<file path="config.mk">
export PLATFORM = sky130hd
export DESIGN_NAME = ecc_syndrome_error_locator
export DESIGN_NICKNAME = d
export VERILOG_FILES = /design/src/esel_pkg.sv /design/src/esel_classify.sv /design/src/ecc_syndrome_error_locator.sv
export SDC_FILE = /design/constraint.sdc
export NUM_CORES = 1
export LEC_CHECK = 0
export BUFFER_PORTS_ARGS = -buffer_cell sky130_fd_sc_hd__buf_4
export CORE_ASPECT_RATIO = 0.6
export CORE_MARGIN = 10
export CORE_UTILIZATION = 48
export DETAILED_ROUTE_END_ITERATION = 16
export PLACE_DENSITY = 0.7
export SKIP_LAST_GASP = 1
export SLEW_MARGIN = 20
export SYNTH_ARGS = -nofsm -noshare
export SYNTH_HDL_FRONTEND = slang
export SYNTH_SLANG_ARGS = --single-unit
</file>
<file path="constraint.sdc">
create_clock -name clk -period 5 [get_ports clk]
set_input_delay 0.5 -clock clk [delete_from_list [all_inputs] [get_ports clk]]
set_output_delay 0.5 -clock clk [all_outputs]
set_load 0.01 [all_outputs]
</file>
<file path="src/esel_pkg.sv">
// package for the ecc syndrome error locator: types, syndrome table, lookup functions
`default_nettype none
package esel_pkg;

  localparam int unsigned SynWidth   = 32;
  localparam int unsigned BankWidth  = 4;
  localparam int unsigned SlotWidth  = 4;
  localparam int unsigned PosWidth   = 7;
  localparam int unsigned TableDepth = 64;
  localparam int unsigned IdxWidth   = $clog2(TableDepth);
  localparam int unsigned LowWidth   = 3;

  typedef logic [7:0] syn_byte_t;

  localparam syn_byte_t SYN_TABLE [TableDepth] = '{
    8'h13, 8'h23, 8'h43, 8'h83, 8'h2f, 8'hf1, 8'h0d, 8'h07,
    8'hd0, 8'h70, 8'h4f, 8'hf8, 8'h61, 8'h62, 8'h64, 8'h68,
    8'h1c, 8'h2c, 8'h4c, 8'h8c, 8'h15, 8'h25, 8'h45, 8'h85,
    8'h19, 8'h29, 8'h49, 8'h89, 8'h1a, 8'h2a, 8'h4a, 8'h8a,
    8'h51, 8'h52, 8'h54, 8'h58, 8'h91, 8'h92, 8'h94, 8'h98,
    8'ha1, 8'ha2, 8'ha4, 8'ha8, 8'h31, 8'h32, 8'h34, 8'h38,
    8'h16, 8'h26, 8'h46, 8'h86, 8'h1f, 8'hf2, 8'h0b, 8'h0e,
    8'hb0, 8'he0, 8'h8f, 8'hf4, 8'hc1, 8'hc2, 8'hc4, 8'hc8
  };

  // classification of one syndrome byte
  typedef struct packed {
    logic                multi;
    logic                hit;
    logic [IdxWidth-1:0] idx;
    logic [LowWidth-1:0] low;
  } classify_t;

  // first table entry that matches
  function automatic classify_t table_search(input syn_byte_t b);
    classify_t r;
    r = '0;
    for (int i = TableDepth - 1; i >= 0; i--) begin
      if (SYN_TABLE[i] == b) begin
        r.hit = 1'b1;
        r.idx = IdxWidth'(i);
      end
    end
    return r;
  endfunction

endpackage
`default_nettype wire

</file>
<file path="src/esel_classify.sv">
// syndrome byte classifier: weight test, table search, lowest set bit
`default_nettype none
module esel_classify
  import esel_pkg::*;
(
  input  var syn_byte_t byte_in,
  output var classify_t cls
);

  classify_t srch;
  logic [3:0] ones;
  logic [LowWidth-1:0] low;

  always_comb begin
    ones = '0;
    for (int i = 0; i < 8; i++) begin
      ones = ones + {3'b000, byte_in[i]};
    end
  end

  always_comb begin
    low = '0;
    for (int i = 7; i >= 0; i--) begin
      if (byte_in[i]) begin
        low = LowWidth'(i);
      end
    end
  end

  assign srch = table_search(byte_in);

  always_comb begin
    cls       = srch;
    cls.multi = (ones > 4'd1);
    cls.low   = low;
  end

endmodule
`default_nettype wire

</file>
<file path="src/ecc_syndrome_error_locator.sv">
// top level of the ecc syndrome error locator, a three-stage decode pipeline
// throughput: one transaction per cycle through the three-stage register pipeline while out_ready is high
// stages: byte select, byte classify and table search, position assembly
// reset: synchronous active-low rst_n clears all stage valid bits; no other state
`default_nettype none
module ecc_syndrome_error_locator
  import esel_pkg::*;
(
  input  var logic                        clk,
  input  var logic                        rst_n,
  input  var logic                        in_valid,
  output var logic                        in_ready,
  input  var logic [SynWidth-1:0]         in_syndrome,
  input  var logic signed [BankWidth-1:0] in_bank,
  input  var logic                        in_hard_error,
  output var logic                        out_valid,
  input  var logic                        out_ready,
  output var logic                        out_slot_known,
  output var logic [SlotWidth-1:0]        out_slot_number,
  output var logic                        out_back_side,
  output var logic                        out_bit_valid,
  output var logic                        out_is_data_bit,
  output var logic                        out_table_miss,
  output var logic [PosWidth-1:0]         out_bit_position
);

  logic v1_r, v2_r, v3_r;
  logic rdy1, rdy2, rdy3;

  assign rdy3     = !v3_r || out_ready;
  assign rdy2     = !v2_r || rdy3;
  assign rdy1     = !v1_r || rdy2;
  assign in_ready = rdy1;

  always_ff @(posedge clk) begin
    if (!rst_n) begin
      v1_r <= 1'b0;
      v2_r <= 1'b0;
      v3_r <= 1'b0;
    end else begin
      if (rdy1) v1_r <= in_valid;
      if (rdy2) v2_r <= v1_r;
      if (rdy3) v3_r <= v2_r;
    end
  end

  // stage 1: half and byte select, slot info
  logic           half;
  logic [15:0]    half_bits;
  logic           group_nxt;
  syn_byte_t      byte_nxt;
  logic [SlotWidth-1:0] slot_nxt;

  syn_byte_t      s1_byte_r;
  logic           s1_group_r, s1_hard_r, s1_known_r, s1_back_r;
  logic [SlotWidth-1:0] s1_slot_r;

  always_comb begin
    half      = (in_syndrome[15:0] == 16'h0000);
    half_bits = half ? in_syndrome[31:16] : in_syndrome[15:0];
    group_nxt = (half_bits != 16'h0000) && (half_bits[7:0] == 8'h00);
    byte_nxt  = group_nxt ? half_bits[15:8] : half_bits[7:0];
    slot_nxt  = in_bank[BankWidth-1] ? '0
              : ({1'b0, in_bank[2:1], 1'b0} + {3'b000, half} + 4'd1);
  end

  always_ff @(posedge clk) begin
    if (rdy1 && in_valid) begin
      s1_byte_r  <= byte_nxt;
      s1_group_r <= group_nxt;
      s1_hard_r  <= in_hard_error;
      s1_known_r <= !in_bank[BankWidth-1];
      s1_back_r  <= in_bank[0];
      s1_slot_r  <= slot_nxt;
    end
  end

  // stage 2: classify the byte
  classify_t cls;

  esel_classify u_classify (
    .byte_in (s1_byte_r),
    .cls     (cls)
  );

  classify_t s2_cls_r;
  logic      s2_group_r, s2_hard_r, s2_known_r, s2_back_r;
  logic [SlotWidth-1:0] s2_slot_r;

  always_ff @(posedge clk) begin
    if (rdy2 && v1_r) begin
      s2_cls_r   <= cls;
      s2_group_r <= s1_group_r;
      s2_hard_r  <= s1_hard_r;
      s2_known_r <= s1_known_r;
      s2_back_r  <= s1_back_r;
      s2_slot_r  <= s1_slot_r;
    end
  end

  // stage 3: result assembly
  logic               bv_nxt, data_nxt, miss_nxt;
  logic [PosWidth-1:0] pos_nxt;

  always_comb begin
    bv_nxt   = !s2_hard_r;
    data_nxt = 1'b0;
    miss_nxt = 1'b0;
    pos_nxt  = '0;
    if (!s2_hard_r) begin
      if (s2_cls_r.multi) begin
        data_nxt = 1'b1;
        miss_nxt = !s2_cls_r.hit;
        pos_nxt  = s2_cls_r.hit ? {s2_group_r, s2_cls_r.idx} : '0;
      end else begin
        pos_nxt = {3'b000, s2_group_r, s2_cls_r.low};
      end
    end
  end

  always_ff @(posedge clk) begin
    if (rdy3 && v2_r) begin
      out_slot_known   <= s2_known_r;
      out_slot_number  <= s2_slot_r;
      out_back_side    <= s2_back_r;
      out_bit_valid    <= bv_nxt;
      out_is_data_bit  <= data_nxt;
      out_table_miss   <= miss_nxt;
      out_bit_position <= pos_nxt;
    end
  end

  assign out_valid = v3_r;

  a_unknown_slot: assert property (@(posedge clk) disable iff (!rst_n)
    (out_valid && !out_slot_known) |-> (out_slot_number == '0))
    else $error("slot number set for unknown bank");

  a_miss_pos: assert property (@(posedge clk) disable iff (!rst_n)
    (out_valid && out_table_miss) |-> (out_is_data_bit && out_bit_position == '0))
    else $error("table miss with position or check bit");

  a_hard_clear: assert property (@(posedge clk) disable iff (!rst_n)
    (out_valid && !out_bit_valid) |->
      (!out_is_data_bit && !out_table_miss && out_bit_position == '0))
    else $error("hard error reports a bit");

  a_known_range: assert property (@(posedge clk) disable iff (!rst_n)
    (out_valid && out_slot_known) |->
      (out_slot_number != '0 && out_slot_number <= 4'd8))
    else $error("slot number out of range");

endmodule
`default_nettype wire
</file>
# ---- Yosys cells after proc, flatten, opt, wreduce, memory -nomap -nowiden
# Cells that the tools add are included.
dict set report totals {
  reg_bits 54
  latchBits 0
  ram_bits 0
  romBits 0
  input_bits 41
  wordCells 210
  n_memories 0
}
dict set report op_classes {
  addsub 9
  n_mul 0
  div_mod_pow 0
  order_cmp 1
  eq_ne 64
  shift 0
  n_mux 75
  bitwise 2
  reduce_logical 26
}
# cell n
set ops {}
lappend ops {{8-bit equality test, first input constant} 26}
lappend ops {{6-bit two-way mux} 31}
lappend ops {{7-bit by 8-bit equality test with 1-bit output, first input constant} 16}
lappend ops {{6-bit by 8-bit equality test with 1-bit output, first input constant} 11}
lappend ops {{5-bit two-way mux} 16}
lappend ops {{63-bit OR reduction} 1}
lappend ops {{5-bit by 8-bit equality test with 1-bit output, first input constant} 7}
lappend ops {{4-bit two-way mux} 10}
lappend ops {{32-bit OR reduction} 1}
lappend ops {{4-bit by 1-bit adder with 4-bit output} 6}
lappend ops {{4-bit by 8-bit equality test with 1-bit output, first input constant} 3}
lappend ops {{3-bit two-way mux} 8}
lappend ops {{16-bit zero test} 1}
lappend ops {{16-bit two-way mux} 1}
lappend ops {{16-bit nonzero test} 1}
lappend ops {{16-bit OR reduction} 1}
lappend ops {{3-bit by 8-bit equality test with 1-bit output, first input constant} 1}
lappend ops {{8-bit zero test} 1}
lappend ops {{2-bit two-way mux} 4}
lappend ops {{8-bit two-way mux} 1}
lappend ops {{4-bit OR reduction} 2}
lappend ops {{8-bit OR reduction} 1}
lappend ops {{7-bit two-way mux} 1}
lappend ops {{1-bit zero test} 6}
lappend ops {{other kinds (10)} 20}

# ---- Longest topological paths before layout
dict set report logic_depth {
  ltp_word 64
  mapped_depth 11
  mapped_depth_nobuf 11
}

# ---- By module
# From an unflattened synthesis, not the netlist that was laid out.
dict set report hier_totals {
  cells_unflattened 336
  hier_area_um2 3545.9
}
# mod n_inst cells_per_inst area_per_inst_um2 seq_area_each_um2
set modules_own_cells {}
lappend modules_own_cells {ecc_syndrome_error_locator 1 128 2050.7 1591.5}
lappend modules_own_cells {esel_classify 1 208 1495.2 0.0}

# ---- Worst setup path after synthesis
# OpenSTA, ideal clock, no wires.
dict set report synth_path {
  path_type {register to register}
  startpoint {reg s1_byte_r[0]}
  endpoint {reg s2_cls_r[10] in the netlist's numbering (data pin)}
  setup_ps 257
  arrival_time_ps 2604
  slack_ps 2139
  stages_incl_launch_ff 10
  path_buffers 0
  synth_period_minus_slack_ps 2861
  path_cell_list {edfxtp_1 -> inv_1 -> ha_1 -> inv_1 -> fa_1 -> fa_1 -> fa_1 -> inv_1 -> fa_1 -> nand2b_1}
}
# item line_no
set synth_lines {}
lappend synth_lines {{from (decl)} ecc_syndrome_error_locator.sv:54} ;# syn_byte_t s1_byte_r;
lappend synth_lines {{from (signal assigned)} ecc_syndrome_error_locator.sv:69} ;# s1_byte_r <= byte_nxt;
lappend synth_lines {{to (signal assigned)} ecc_syndrome_error_locator.sv:92} ;# s2_cls_r <= cls;
lappend synth_lines {{to (decl)} ecc_syndrome_error_locator.sv:86} ;# classify_t s2_cls_r;

==> metrics.md <==
| Metric | Value |
|---|---|
| Slowest-stage cell, CP | `sky130_fd_sc_hd__edfxtp_1` |
| Antenna diode count | `0` |
| Final worst hold slack | `387 ps` |
| # fillers | `570` |
| Power density over the cells | `284 nW/um2` |
| Worst setup path class | `reg2reg` |
| Total vias in the final route | `2846` |
| Final critical-path required period | `3500 ps` |
| Kind of end point of the critical path | `flip-flop` |
| Critical path data arrival time | `3550 ps` |
| Total of flip-flops plus latches after synthesis | `54` |
| Maximum number of pins on one net before global-route repair | `29` |
| Total Neg Setup Slack | `0 ps` |
| Worst hold path class | `in2reg` |
| Largest stage delay on the critical path | `930 ps` |
| Source of the critical timing path | `s1_byte_r[2]` |
| Number of enable-type register cells in the synthesized netlist | `51` |
| Net count after synthesis | `381` |
| Worst-path cell chain | `inv_1, fa_1, fa_1, fa_1, inv_1, fa_1, nand2b_1` |
| Async SR Flop Fraction | `0%` |
| Post-route DRC | `0` |
| Most used flip-flop cell after synthesis | `sky130_fd_sc_hd__edfxtp_1` |
| First-pass detailed-route iteration total | `5` |
| Via/cell ratio | `6.15` |
| Std-Cell Rows | `23` |
| X dimension of the die | `128 um` |
| Area share of the largest cell type after synthesis | `45.7%` |
| Number of antenna violations at the first check in global routing | `0` |
| Hpwl dp | `6630 um` |
| Wire length of the first global-routing pass | `13800 um` |
| Result of the run | `completed` |
| Count of yosys warnings during synthesis | `0` |
| Fmax | `285 MHz` |
| Crit start category | `flip-flop` |
| Worst path buffer plus inverter count | `2` |
| Cell type contributing the most total cell area after synthesis | `sky130_fd_sc_hd__edfxtp_1` |
| RSZ-0062 raised after global routing | `false` |
| Detailed-route wire length | `8660 um` |
| Source of the worst register-to-register timing path | `s1_byte_r[2]` |
| Slew Viols, Final | `0` |
| Hold endpoint | `s1_hard_r` |
| Clock group share of total power | `29.7%` |
| Total CTS buffers | `5` |
| R2R Path End | `s2_cls_r[10]` |
| Final period util | `70.1%` |
| Post-synthesis average cell area | `10.2 um2` |
| Count of nets left with antenna violations after detail routing | `0` |
| Internal portion of total power | `0.000813 W` |
| Die Ht | `84.7 um` |
| Static leakage | `1.50 nW` |
| Number of buffers inserted to repair setup after CTS | `0` |
| Number of levels the H-tree was split into | `2` |
| Overall global routing resource usage | `15.6%` |
| Register-to-Register Path Depth | `7` |
| Sequential share of the synthesized area | `47.5%` |
| Number of endpoints failing setup at the final stage | `0` |
| Max IR drop VDD | `0.000179 V` |
| Clock root buffer | `sky130_fd_sc_hd__clkbuf_16` |
| Largest cells by area after synthesis | `sky130_fd_sc_hd__edfxtp_1 (46%), sky130_fd_sc_hd__a21oi_1 (5.1%), sky130_fd_sc_hd__o21ai_0 (3.0%)` |
| Number of max-capacitance violations reported | `0` |
| Clock skew | `6.18 ps` |
| Clock buffer depth | `2` |
| Gate count of the mapped netlist | `329` |
| TritonCTS clock tree | `yes` |
| Skew-Pair Late Insertion Delay | `290 ps` |
| Area grow syn2layout | `17.6%` |
| Share of cells above drive strength 1 | `19.4%` |
| Family of cells with the greatest summed delay on the critical path | `adder cells` |
| Min-Delay Path Depth | `1` |
| Slew @ Worst Pin | `1030 ps` |
| Top-level port count | `59` |
| Sequential power share | `50.7%` |
| Worst max-slew margin expressed relative to the limit | `31.3%` |
| Post-cts resize count | `0` |
| Number of DRC markers in iteration 0 | `364` |
| Vias in the first global route | `2703` |
| Count of endpoints failing hold in the final timing report | `0` |
| Avg WL per Cell | `18.7 um` |
| Worst min-delay path startpoint | `in_hard_error` |
| Portion of total power attributed to combinational logic | `19.6%` |
| Clock transition at the registers of the reported paths | `70 ps` |
| Die Outline Area | `10800 um2` |
| Clock sink total | `54` |
| Core Util, Final | `58.5%` |
| Remaining Overflow, GRT | `0` |
| Register-to-register setup slack | `1500 ps` |
| Most frequent CP cell | `sky130_fd_sc_hd__fa_1` |
| Final nets | `427` |
| Routability-driven placement congestion ratio | `1.02` |
| Maximum fanout along the worst path | `28` |
| Area of the core | `6730 um2` |
| Syn Std Cell Area | `3350 um2` |
| Input/output buffers | `58` |
| Starting utilization of the core area | `49.7%` |
| Number of buffers inserted by hold repair at cts | `0` |
| Switching power | `0.000306 W` |
| Library cells used by synthesis | `60` |
| Worst path required time | `5040 ps` |
| Switching fraction of total power | `27.4%` |
routing by layer:
layer	share of wire [%]	global-route usage, %	routed length, um	up-vias
met5	0	0	0	-
met4	0.90	3.97	78	0
met3	14	6.91	1200	9
met2	41	21.2	3560	176
met1	44	21.7	3820	1318
li1	-	-	-	1343
kinds of logic after synthesis:
| group | share of synthesized area (%) |
|---|---|
| AOI/OAI and AO/OA | 17.9 |
| xor gates and xnor gates | 2.58 |
| adders and majority gates | 5.01 |
| buffers and inverters | 5.57 |
| DFF | 47.5 |
| muxes | 0.635 |
| and+or+nand+nor | 20.8 |
sequential cells by signal, indices dropped and copies added (netlist names), 4 cells and up:
name              count
s1_byte_r             8
out_slot_number       4
s2_cls_r             11
s1_slot_r             4
out_bit_position      7
s2_slot_r             4
worst max-delay path by stage:
| stage | to | slack, ps | cells past startpoint |
|---|---|---|---|
| finish | s2_cls_r[10] | 1500 | 7 |
| global placement | s2_cls_r[10] | 1670 | 7 |
| CTS | s2_cls_r[10] | 1500 | 7 |
| detailed placement | s2_cls_r[10] | 1530 | 7 |
| global route | s2_cls_r[10] | 1270 | 7 |
| floorplan | s2_cls_r[10] | 2140 | 9 |
cell usage after synthesis, drive strengths merged (3+ instances only):
cell type / instances
a21oi: 34
a22o: 3
a32o: 4
a32oi: 3
and2: 3
and3: 7
buf: 13
clkbuf: 8
dfxtp: 3
edfxtp: 51
fa: 4
ha: 7
inv: 18
nand2: 12
nand2b: 8
nand3: 19
nand3b: 3
nand4: 7
nor2: 16
nor2b: 15
nor3: 9
nor4: 11
o21a: 3
o21ai: 20
o21bai: 3
xnor2: 3
xor2: 6
power by group through the flow:
stage | Sequential, W | Combinational [W] | Clock (W)
3_5_place_dp | 0.000577 | 0.000215 | 0
5_1_grt | 0.000572 | 0.000241 | 0.000360
3_3_place_gp | 0.000575 | 0.000209 | 0
6_report | 0.000567 | 0.000219 | 0.000333
2_1_floorplan | 0.000551 | 0.000160 | 0
4_1_cts | 0.000567 | 0.000216 | 0.000341
per-stage QoR:
stage | setup slack (ps) | cell area [um2] | total power, W | cells
final | 1500 | 3940 | 0.00112 | 463
after floorplan | 2140 | 3350 | 0.000712 | 329
after global routing | 1270 | 3940 | 0.00117 | 463
after global placement | 1670 | 3800 | 0.000784 | 455
after detailed placement | 1530 | 3800 | 0.000791 | 455
after CTS | 1500 | 3940 | 0.00112 | 463
cell usage in the layout (no fill, tap or decap), types with 3 or more instances in the layout:
cell type,instances
sky130_fd_sc_hd__a22o_1,3
sky130_fd_sc_hd__dfxtp_1,3
sky130_fd_sc_hd__nand2_1,12
sky130_fd_sc_hd__nor3_1,9
sky130_fd_sc_hd__o21ai_0,20
sky130_fd_sc_hd__a32oi_1,3
sky130_fd_sc_hd__o21a_1,3
sky130_fd_sc_hd__a21oi_1,34
sky130_fd_sc_hd__o21bai_1,3
sky130_fd_sc_hd__edfxtp_1,51
sky130_fd_sc_hd__nand3b_1,3
sky130_fd_sc_hd__ha_1,7
sky130_fd_sc_hd__fa_1,4
sky130_fd_sc_hd__xnor2_1,3
sky130_fd_sc_hd__nand2b_1,8
sky130_fd_sc_hd__a32o_1,4
sky130_fd_sc_hd__nor4_1,10
sky130_fd_sc_hd__xor2_1,5
sky130_fd_sc_hd__nand3_1,19
sky130_fd_sc_hd__nor2b_1,14
sky130_fd_sc_hd__nand4_1,7
sky130_fd_sc_hd__buf_4,60
sky130_fd_sc_hd__nor2_1,16
sky130_fd_sc_hd__and3_1,7
sky130_fd_sc_hd__clkbuf_16,5
sky130_fd_sc_hd__inv_1,18
final cells by class:
type | count | area (um2) | area share [%]
clock buffer | 6 | 129 | 3.27
multi-input combinational | 236 | 1580 | 40.1
timing repair buffer | 60 | 450 | 11.4
sequential | 54 | 1590 | 40.4
inverter | 18 | 67.6 | 1.72
tap | 87 | 109 | 2.76
clock inverter | 2 | 13.8 | 0.349
Note: power is estimated with default switching activity, not from simulation.
